[src/hdl/plct_pkg.sv]
`default_nettype none

package plct_pkg;

   // Table geometry and field widths
   localparam int MAX_POINTS = 16;
   localparam int IDX_W      = 4;
   localparam int CNT_W      = 5;
   localparam int POS_W      = 16;
   localparam int CH_W       = 8;
   localparam int COL_W      = 4 * CH_W;
   localparam int NUM_W      = CH_W + POS_W;
   localparam int REM_W      = NUM_W + 1;
   localparam int STEP_W     = 3;

   // Stream word widths
   localparam int REQ_TDATA_W = 56;
   localparam int REQ_TUSER_W = 3;
   localparam int RSP_TDATA_W = 64;

   // Command codes
   localparam logic [2:0] CMD_SAMPLE  = 3'd0;
   localparam logic [2:0] CMD_ADD     = 3'd1;
   localparam logic [2:0] CMD_REMOVE  = 3'd2;
   localparam logic [2:0] CMD_SET_POS = 3'd3;
   localparam logic [2:0] CMD_SET_COL = 3'd4;
   localparam logic [2:0] CMD_READ    = 3'd5;

   // Per-cell update operation
   typedef enum logic [2:0] {
      OP_HOLD,
      OP_FROM_LEFT,
      OP_FROM_RIGHT,
      OP_WRITE_POS,
      OP_WRITE_COL,
      OP_WRITE_BOTH,
      OP_CLEAR
   } cell_op_type;

   // Sequencer states
   typedef enum logic [2:0] {
      ST_IDLE,
      ST_FLAGS,
      ST_LOCATE,
      ST_PREP,
      ST_MULT,
      ST_INIT,
      ST_DIVIDE,
      ST_FINISH
   } state_type;

   // Control of the per-channel interpolation units
   typedef struct packed {
      logic mul;
      logic init;
      logic step;
   } lerp_ctrl_type;

   // Power-up contents: point 0 at zero, transparent black; point 1 at 0xFFFF, opaque white
   function automatic logic [POS_W-1:0] init_pos(input int i);
      init_pos = (i == 1) ? {POS_W{1'b1}} : '0;
   endfunction

   function automatic logic [COL_W-1:0] init_col(input int i);
      init_col = (i == 1) ? {COL_W{1'b1}} : '0;
   endfunction

endpackage

`default_nettype wire

[src/hdl/plct_lerp.sv]
`default_nettype none

module plct_lerp
   import plct_pkg::*;
(
   input  wire logic              clock,
   input  wire lerp_ctrl_type     ctrl,
   input  wire logic [CH_W-1:0]   left_ch,
   input  wire logic [CH_W-1:0]   right_ch,
   input  wire logic [POS_W-1:0]  delta,
   input  wire logic [POS_W-1:0]  rest,
   input  wire logic [POS_W-1:0]  span,
   output logic      [CH_W-1:0]   result
);

   logic [NUM_W-1:0] num_ff;
   logic [REM_W-1:0] rem_ff;
   logic [REM_W-1:0] div_ff;
   logic [CH_W-1:0]  quo_ff;
   logic [NUM_W-1:0] prod_l, prod_r;
   logic             fits;

   assign prod_l = NUM_W'(left_ch) * NUM_W'(rest);
   assign prod_r = NUM_W'(right_ch) * NUM_W'(delta);
   assign fits   = (rem_ff >= div_ff);

   // Weighted sum, then restoring division of (2*num + span) by 2*span, one bit a cycle
   always_ff @(posedge clock) begin
      if (ctrl.mul) begin
         num_ff <= prod_l + prod_r;
      end
      if (ctrl.init) begin
         rem_ff <= {num_ff, 1'b0} + REM_W'(span);
         div_ff <= REM_W'({span, 1'b0, {(CH_W-1){1'b0}}});
         quo_ff <= '0;
      end else if (ctrl.step) begin
         if (fits) begin
            rem_ff <= rem_ff - div_ff;
         end
         quo_ff <= {quo_ff[CH_W-2:0], fits};
         div_ff <= div_ff >> 1;
      end
   end

   assign result = quo_ff;

endmodule

`default_nettype wire

[config.mk]
export PLATFORM = sky130hd
export DESIGN_NAME = plct_lerp
export DESIGN_NICKNAME = d
export VERILOG_FILES = /design/src/hdl/plct_pkg.sv /design/src/hdl/plct_lerp.sv
export SDC_FILE = /design/constraint.sdc
export NUM_CORES = 1
export LEC_CHECK = 0
export ABC_CLOCK_PERIOD_IN_PS = 8600
export BUFFER_PORTS_ARGS = -buffer_cell sky130_fd_sc_hd__buf_2
export CAP_MARGIN = 20
export CORE_AREA = 2 2 161 131
export DETAILED_ROUTE_END_ITERATION = 8
export DIE_AREA = 0 0 163 133
export PLACE_DENSITY = 0.87
export SYNTH_ARGS = -nofsm -noshare
export SYNTH_HDL_FRONTEND = slang
export SYNTH_SLANG_ARGS = --single-unit
[constraint.sdc]
create_clock -name clock -period 8.6 [get_ports clock]
set_input_delay 0.43 -clock clock [delete_from_list [all_inputs] [get_ports clock]]
set_output_delay 0.43 -clock clock [all_outputs]
set_load 0.02 [all_outputs]
==> results.yml <==
grt:
  grt_pass1_wl_um: 46900
  grt-ovfl-total: 0
  antenna_found_initial: 0
  grt_pass1_vias: 10100
  grt_max_degree: 91
  gr-usage-all-layers: 0.272
placed_design:
  place_hpwl_um: 22700
  numPortBuffers: 75
  place_inst: 1679
  gp_congestion: 0.931
critical_path:
  cp_max_fo: 16
  cp.arrival_ns: 6.16
  critPathCaptureType: "flop"
  worstSetupPathType: "in2reg"
  slowest_delay_ns: 0.54
  slowest_stage: "fa_1"
  critPathLaunchType: "input port"
  required_ns: 8.69
  worstPathCellList: "buf_2 -> nand2_1 -> fa_1 -> inv_1 -> ha_1 -> inv_1 -> fa_1 -> inv_1 -> fa_1 -> inv_1 -> fa_1 -> inv_1 -> fa_1 -> ha_1 -> a211oi_1 -> o21ai_0 -> nand2_1 -> o21ai_1 -> and3b_1 -> a2111oi_1 -> a21oi_1 -> xor2_1"
clock_network:
  clkSinkCount: 81
  clockBufferDepth: 2
  postCtsSetupRepairBufs: 0
  cts_made_buffers: 9
  cts.htree.levels: 3
  path_clk_slew_ns: 0.06
  cts_root_buf: "clkbuf_16"
  holdBufCountCts: 0
  cts_tree: "built"
  cts_resized: 0
  clock_latency_ns: 0.35
sta:
  holdWs_ns: 0.393
  fin_crit_ns: 6.07
  rsz0062_at_grt: "no"
  clock_skew_ns: 0.00827
  hold_viol: 0
  tightest_slew_ns: 0.852
  fmax_mhz: 165
  setup_viol: 0
  period_share: 0.706
  maxSlewViolCount: 0
  slew_headroom: 0.432
  finalSetupTns_ns: 0
synthesis:
  yosys-top-cells-area: "fa_1, edfxtp_1, ha_1"
  yosys.cell_types.count: 52
  ys_seq_area_frac: 0.177
  async_flop_share: 0
  synth_edf_count: 65
  ys_seq_elements: 81
  syn_area_per_cell_sq_um: 9.39
  ys.flop_type: "edfxtp_1"
  yosysWarnings: 0
  synth_cells: 1366
  syn-num-nets: 1754
  synth_largest_area_cell: "fa_1"
  netlist_area_sq_um: 12800
  yosysTopAreaCellShare: 0.328
floorplanning:
  pin_count: 76
  coreArea_sq_um: 20300
  die-area_sq_um: 21700
  fp.dieW_um: 163
  die_height_um: 133
  initial_core_util: 0.633
  fp-row-count: 47
layout:
  layout-drive-gt1-share: 0.0708
  final_common_cell: "inv_1"
  final_cell_mix: "inv_1, fa_1, nand2_1"
  antennaDiodeCount: 0
  nets: 1809
  syn2layout_area_growth_pct: 7.32
  stdcell_count: 1695
route:
  antenna_left: 0
  drc: 0
  wire_per_inst_um: 16.2
  wirelength_um: 27500
  detailroute.via_count: 9590
  first_pass_iters: 6
  vias_per_cell: 5.66
  drtIter0Drc: 664
status:
  status: "complete, no violations"
worst_hold_path:
  hold_path_class: "in2reg"
flow_run:
  drv_cap: 0
==> critical path: cells and delay by family <==
family                     cells  cell delay (ns)
adders and majority gates      7             3.14
AOI/OAI and AO/OA              5             1.35
and+or+nand+nor                3             0.53
xor gates and xnor gates       1             0.17
buffers and inverters          6             0.54
==> stage by stage <==
step	setup WS [ns]	area, sq um	utilization
4_1_cts	2.54	13800	0.679
3_3_place_gp	2.35	13400	0.662
5_1_grt	2.15	13800	0.679
6_report	2.53	13800	0.679
2_1_floorplan	2.53	12800	-
3_5_place_dp	2.22	13400	0.662
==> state kept, by name, summed over array words and instances, names as in the netlist <==
signal / cells
div_ff: 24
num_ff: 24
rem_ff: 25
result: 8
==> final timing paths <==
path / startpoint / end / slack (ns) / cells past startpoint
max: left_ch[1] / num_ff[22]$_DFFE_PP_ / 2.53 / 22
min: span[0] / rem_ff[0]$_DFFE_PP_ / 0.39 / 3
min reg2reg: result[7]$_SDFFE_PP0P_ / result[7]$_SDFFE_PP0P_ / 0.50 / 2
max reg2reg: div_ff[3]$_SDFFE_PP0P_ / rem_ff[20]$_DFFE_PP_ / 4.51 / 12
==> cells in the mapped netlist, drive strengths merged (4+ instances only) <==
cell,instances
inv,278
fa,210
nand2,177
and2,127
ha,110
edfxtp,65
nor2,47
a21oi,41
xnor2,41
o21ai,36
clkbuf,29
a21o,28
xor2,24
mux2i,19
dfxtp,16
o31ai,16
nand3,11
nand4,8
nor3,8
a211oi,7
nand2b,7
nor2b,6
o21bai,5
a211o,4
a22o,4
and3,4
buf,4
==> cell type report <==
type | count | area [sq um]
multi-input combinational | 974 | 9400
inverter | 278 | 1040
sequential | 81 | 2270
clock inverter | 4 | 32.5
clock buffer | 12 | 300
timing repair buffer | 77 | 390
tap | 269 | 337
fill | 1508 | 6520
==> layer usage <==
| metal | track usage | vias to the layer above | share of wire |
|---|---|---|---|
| met3 | 0.0461 | 65 | 0.065 |
| met1 | 0.359 | 4782 | 0.41 |
| met2 | 0.462 | 343 | 0.50 |
| li1 | - | 4400 | - |
| met4 | 0.0846 | 0 | 0.029 |
| met5 | 0 | - | 0 |
==> kinds of logic (layout without fill, tap and decap cells) <==
logic type               count (synthesis)  count (layout)  synth area share
multiplexers                            21              21            0.0166
adder cells (fa/ha/maj)                320             320             0.435
AO/OA/AOI/OAI                          165             165            0.0844
flip-flops                              81              81             0.177
buffers and inverters                  311             371            0.0910
XOR/XNOR                                65              65            0.0444
AND/OR/NAND/NOR                        403             403             0.152
Power is left out: the tool's default activity adds up to more than one toggle a clock period on the data nets, which glitch-free logic cannot reach.
