<file path="src/hdl/plct_pkg.sv">
`default_nettype none

package plct_pkg;

   // Table geometry and field widths
   localparam int MAX_POINTS = 16;
   localparam int IDX_W      = 4;
   localparam int CNT_W      = 5;
   localparam int POS_W      = 16;
   localparam int CH_W       = 8;
   localparam int COL_W      = 4 * CH_W;
   localparam int NUM_W      = CH_W + POS_W;
   localparam int REM_W      = NUM_W + 1;
   localparam int STEP_W     = 3;

   // Stream word widths
   localparam int REQ_TDATA_W = 56;
   localparam int REQ_TUSER_W = 3;
   localparam int RSP_TDATA_W = 64;

   // Command codes
   localparam logic [2:0] CMD_SAMPLE  = 3'd0;
   localparam logic [2:0] CMD_ADD     = 3'd1;
   localparam logic [2:0] CMD_REMOVE  = 3'd2;
   localparam logic [2:0] CMD_SET_POS = 3'd3;
   localparam logic [2:0] CMD_SET_COL = 3'd4;
   localparam logic [2:0] CMD_READ    = 3'd5;

   // Per-cell update operation
   typedef enum logic [2:0] {
      OP_HOLD,
      OP_FROM_LEFT,
      OP_FROM_RIGHT,
      OP_WRITE_POS,
      OP_WRITE_COL,
      OP_WRITE_BOTH,
      OP_CLEAR
   } cell_op_type;

   // Sequencer states
   typedef enum logic [2:0] {
      ST_IDLE,
      ST_FLAGS,
      ST_LOCATE,
      ST_PREP,
      ST_MULT,
      ST_INIT,
      ST_DIVIDE,
      ST_FINISH
   } state_type;

   // Control of the per-channel interpolation units
   typedef struct packed {
      logic mul;
      logic init;
      logic step;
   } lerp_ctrl_type;

   // Power-up contents: point 0 at zero, transparent black; point 1 at 0xFFFF, opaque white
   function automatic logic [POS_W-1:0] init_pos(input int i);
      init_pos = (i == 1) ? {POS_W{1'b1}} : '0;
   endfunction

   function automatic logic [COL_W-1:0] init_col(input int i);
      init_col = (i == 1) ? {COL_W{1'b1}} : '0;
   endfunction

endpackage

`default_nettype wire

</file>
<file path="src/hdl/plct_cell.sv">
`default_nettype none

module plct_cell
   import plct_pkg::*;
(
   input  wire logic              clock,
   input  wire logic              reset,
   input  wire logic [POS_W-1:0]  init_pos_val,
   input  wire logic [COL_W-1:0]  init_col_val,
   input  wire cell_op_type       op,
   input  wire logic [POS_W-1:0]  left_pos,
   input  wire logic [COL_W-1:0]  left_col,
   input  wire logic [POS_W-1:0]  right_pos,
   input  wire logic [COL_W-1:0]  right_col,
   input  wire logic [POS_W-1:0]  new_pos,
   input  wire logic [COL_W-1:0]  new_col,
   input  wire logic [POS_W-1:0]  probe,
   output logic      [POS_W-1:0]  pos_q,
   output logic      [COL_W-1:0]  col_q,
   output logic                   above
);

   logic [POS_W-1:0] pos_ff, pos_in;
   logic [COL_W-1:0] col_ff, col_in;

   // Pick the next contents: keep, take a neighbor's, take the new word, or clear
   always_comb begin
      pos_in = pos_ff;
      col_in = col_ff;
      case (op)
         OP_HOLD: begin
         end
         OP_FROM_LEFT: begin
            pos_in = left_pos;
            col_in = left_col;
         end
         OP_FROM_RIGHT: begin
            pos_in = right_pos;
            col_in = right_col;
         end
         OP_WRITE_POS: begin
            pos_in = new_pos;
         end
         OP_WRITE_COL: begin
            col_in = new_col;
         end
         OP_WRITE_BOTH: begin
            pos_in = new_pos;
            col_in = new_col;
         end
         OP_CLEAR: begin
            pos_in = '0;
            col_in = '0;
         end
         default: begin
         end
      endcase
   end

   always_ff @(posedge clock) begin
      if (reset) begin
         pos_ff <= init_pos_val;
         col_ff <= init_col_val;
      end else begin
         pos_ff <= pos_in;
         col_ff <= col_in;
      end
   end

   assign pos_q = pos_ff;
   assign col_q = col_ff;
   assign above = (pos_ff > probe);

endmodule

`default_nettype wire

</file>
<file path="config.mk">
export PLATFORM = sky130hd
export DESIGN_NAME = plct_cell
export DESIGN_NICKNAME = d
export VERILOG_FILES = /design/src/hdl/plct_pkg.sv /design/src/hdl/plct_cell.sv
export SDC_FILE = /design/constraint.sdc
export NUM_CORES = 1
export LEC_CHECK = 0
export ABC_AREA = 1
export BUFFER_PORTS_ARGS = -buffer_cell sky130_fd_sc_hd__clkbuf_2
export CELL_PAD_IN_SITES_DETAIL_PLACEMENT = 1
export CELL_PAD_IN_SITES_GLOBAL_PLACEMENT = 2
export CORE_MARGIN = 4
export CORE_UTILIZATION = 21
export DETAILED_ROUTE_END_ITERATION = 6
export PLACE_DENSITY_LB_ADDON = 0.12
export SKIP_LAST_GASP = 1
export SYNTH_ARGS = -nofsm -noshare
export SYNTH_HDL_FRONTEND = slang
export SYNTH_SLANG_ARGS = --single-unit
</file>
<file path="constraint.sdc">
create_clock -name clock -period 5.9 [get_ports clock]
set_clock_uncertainty 0.05 [all_clocks]
set_input_delay 0.59 -clock clock [delete_from_list [all_inputs] [get_ports clock]]
set_output_delay 0.59 -clock clock [all_outputs]
set_load 0.02 [all_outputs]
</file>
==> summary by stage <==
Detailed routing
For this run, the detailed router's first-pass iteration total came to 4. The routed layout has 3904 vias. Dividing the detail-routed wire length by the instance count gives 15.5 um. The remaining antenna violation count is 0. The number of violations reported at the end of detailed-routing iteration 0 is 106. In the routed design, unresolved DRC markers number 0. After detailed routing, the number of vias per cell comes to 4.29.

The total length of routed wires is 14100 um.

Logic synthesis
The number of nets in the synthesized netlist is 676. By instance count, the leading cell after synthesis is sky130_fd_sc_hd__nand2_1. For this run, the number of Yosys warnings is 0. In this run, distinct cell masters in the synthesized netlist total 21. The sequential fraction of the synthesis area is 43.3%.

The mapped cell area is 0.00333 mm^2. The synthesized design contains 48 register bits. The number of flops mapped to enable cells by yosys is 48. The area share of the largest cell type after synthesis is 43.3%. The average instance in the mapped netlist occupies 7.45 um^2. After synthesis, the cell types taking the most area are sky130_fd_sc_hd__edfxtp_1, sky130_fd_sc_hd__nand2_1, sky130_fd_sc_hd__inv_1.

The async set-reset flop share out of synthesis is 0%. The cell type with the largest total area after synthesis is sky130_fd_sc_hd__edfxtp_1. The gate count after technology mapping is 447. In the synthesized netlist, the cells that appear most often are sky130_fd_sc_hd__nand2_1, sky130_fd_sc_hd__inv_1, sky130_fd_sc_hd__edfxtp_1. The prevailing post-synth register cell is sky130_fd_sc_hd__edfxtp_1.

Clock network
The clock-pin slew of the registers on the worst-case setup and hold paths is 0.07 ns. The clock sink count is 48. Buffers inserted to repair hold after CTS numbered 0. The longest clock path from root to sink contains 2 buffers. The number of buffers inserted during clock tree synthesis is 5. The post-CTS resize count is 0. The tree is rooted in a sky130_fd_sc_hd__clkbuf_16.

The number of buffers inserted to repair setup after CTS is 0. TritonCTS built the clock tree. The H-tree depth reported by CTS is 2.

Power
The static power due to leakage is 0.00266 uW. Total power for the finished layout comes to 1130 uW. For this design the ratio of total power to cell area is 226 mW/mm^2.

The worst-case IR drop observed on VDD is 0.0000973 V.

Timing
The setup slack of the critical path after layout is 3.51 ns. Setup violations remaining at the end of the flow were counted as 0. For the pin with the worst max-slew slack, the measured transition is 0.903 ns. After layout, the worst path uses 40.6% of the clock period. The final-report max-slew violation count came to 0. Setup repair after global routing left no endpoint under its margin. The final number of hold-violating endpoints is 0. The fmax is 418 MHz. The relative max-transition margin is 39.6%. The total negative slack for setup checks is 0 ns.

Subtracting the final worst setup slack from the clock period gives 2.39 ns.

Cells and area
In the final layout, the share of cells above drive strength 1 is 40.3%. The number of nets in the layout is 926. The final cell count without fillers is 909.

The area added between synthesis and finish is 50.0%. The number of filler instances in the final layout is 1998. The number of antenna diodes in the final layout is 0.

Global routing
The largest net degree at the start of global routing is 79. The first-pass GRT wire length is 21700 um. For this run the aggregate overflow at the end of global routing stands at 0. The global routing usage on met1 is 16.6%. The global routing stage identified its most utilized layer as met2. The via count of the first global-routing pass is 4220. The initial antenna violation count is 0. Global routing used 15.3% of the available tracks. The met3 demand-to-capacity share in global routing is 4.91%. The met2 global-route usage is 29.0%.

Critical path
The setup path with the least slack is of type register to output pin. For the worst setup path, the data arrival time is 1.75 ns. The category of the worst setup path capture point is an output pin. Of all nets on the critical path, the largest fanout is 2. For the worst setup path, the data required time is 5.26 ns. The type of origin of the critical path is a register.

Status
The run finished with clean final reports.

Floorplan
The initial cell density of the core is 21.7%. 262 I/O pins were placed. The die footprint is 0.0179 mm^2. The die span in x is 134 um. Measured along the y axis, the die boundary spans 134 um. The standard-cell row count is 45. The core region is 0.0154 mm^2.

Job
The tool flagged a number of max-cap violations equal to 0.

Place
Detailed placement ended at an HPWL of 11800 um. The total of buffers placed on input and output ports is 261. The number of cells after detailed placement is 901. Before CTS, the worst setup slack after placement is 3.26 ns. The placer's final routability congestion estimate is 0.800.

Worst hold path
The worst hold-check path type is primary input to register.
## critical path, stage by stage (launching register included)
cell	delay (ns)
sky130_fd_sc_hd__edfxtp_1	0.40
sky130_fd_sc_hd__ha_1	0.31
sky130_fd_sc_hd__nand2_1	0.08
sky130_fd_sc_hd__nor2_1	0.16
sky130_fd_sc_hd__nand2_1	0.09
sky130_fd_sc_hd__nand2_1	0.06
sky130_fd_sc_hd__nand2_1	0.05
sky130_fd_sc_hd__a21oi_1	0.12
sky130_fd_sc_hd__clkbuf_2	0.19
## flip-flops by register name, indices dropped and copies added, names as in the netlist
register	flops
pos_q	16
col_q	32
## report_power, final
part / internal [uW] / switching, uW
Combinational: 137 / 216
Sequential: 436 / 18.8
Clock: 197 / 121
## final timing paths
path | start | to | slack [ns] | depth (start not counted)
setup / recovery | pos_q[7] | above | 3.51 | 8
hold / removal | init_col_val[27] | col_q[27] | 0.52 | 3
## placed cells by master (no fill, tap or decap)
master	netlist	routed
sky130_fd_sc_hd__a21o_1	1	1
sky130_fd_sc_hd__nand3_1	20	20
sky130_fd_sc_hd__nand4_1	32	32
sky130_fd_sc_hd__clkinv_1	0	2
sky130_fd_sc_hd__o21ai_1	38	38
sky130_fd_sc_hd__nor2_2	2	2
sky130_fd_sc_hd__nor2_4	1	1
sky130_fd_sc_hd__inv_2	2	3
sky130_fd_sc_hd__clkbuf_2	0	261
sky130_fd_sc_hd__nand2_1	151	151
sky130_fd_sc_hd__nor2_1	7	7
sky130_fd_sc_hd__nand2_2	1	1
sky130_fd_sc_hd__clkbuf_16	0	5
sky130_fd_sc_hd__a31o_2	1	1
sky130_fd_sc_hd__buf_4	3	5
sky130_fd_sc_hd__edfxtp_1	48	48
sky130_fd_sc_hd__ha_1	16	16
sky130_fd_sc_hd__nor3_4	0	1
sky130_fd_sc_hd__inv_1	70	69
sky130_fd_sc_hd__bufinv_16	0	1
sky130_fd_sc_hd__a21oi_1	23	23
sky130_fd_sc_hd__o21ai_0	10	10
## through the flow
stage / util (%) / hold slack (ns) / area, um^2
3_3_place_gp: 31.4 / 0.807 / 4830
6_report: 32.5 / 0.518 / 4990
5_1_grt: 32.5 / 0.518 / 4990
3_5_place_dp: 31.4 / 0.809 / 4830
4_1_cts: 32.5 / 0.506 / 4990
2_1_floorplan: - / 0.716 / 3330
## layer usage
layer  up-vias  wire, um
met5         -         0
met4         0       138
met3         9      1160
met2       138      7310
met1      1781      5490
li1       1976         -
## area by class of cell
| class | count | area, um^2 | share of cell area (%) |
|---|---|---|---|
| flip-flops and latches | 48 | 1440 | 28.9 |
| well taps | 211 | 264 | 5.29 |
| repair buffers | 266 | 1340 | 26.9 |
| clock buffers | 5 | 125 | 2.51 |
| clock inverters | 3 | 37.5 | 0.752 |
| inverters | 72 | 270 | 5.41 |
| multi-input cells | 304 | 1510 | 30.3 |
## kinds of logic (layout without fill, tap and decap cells)
kind of cell,after synthesis,count (layout),share of synthesized area [%]
compound gates,73,73,11.2
simple gates,215,215,28.0
fa+ha+maj,16,16,6.01
flops,48,48,43.3
buf+inv,95,346,11.5
Note: power is estimated with default switching activity, not from simulation.
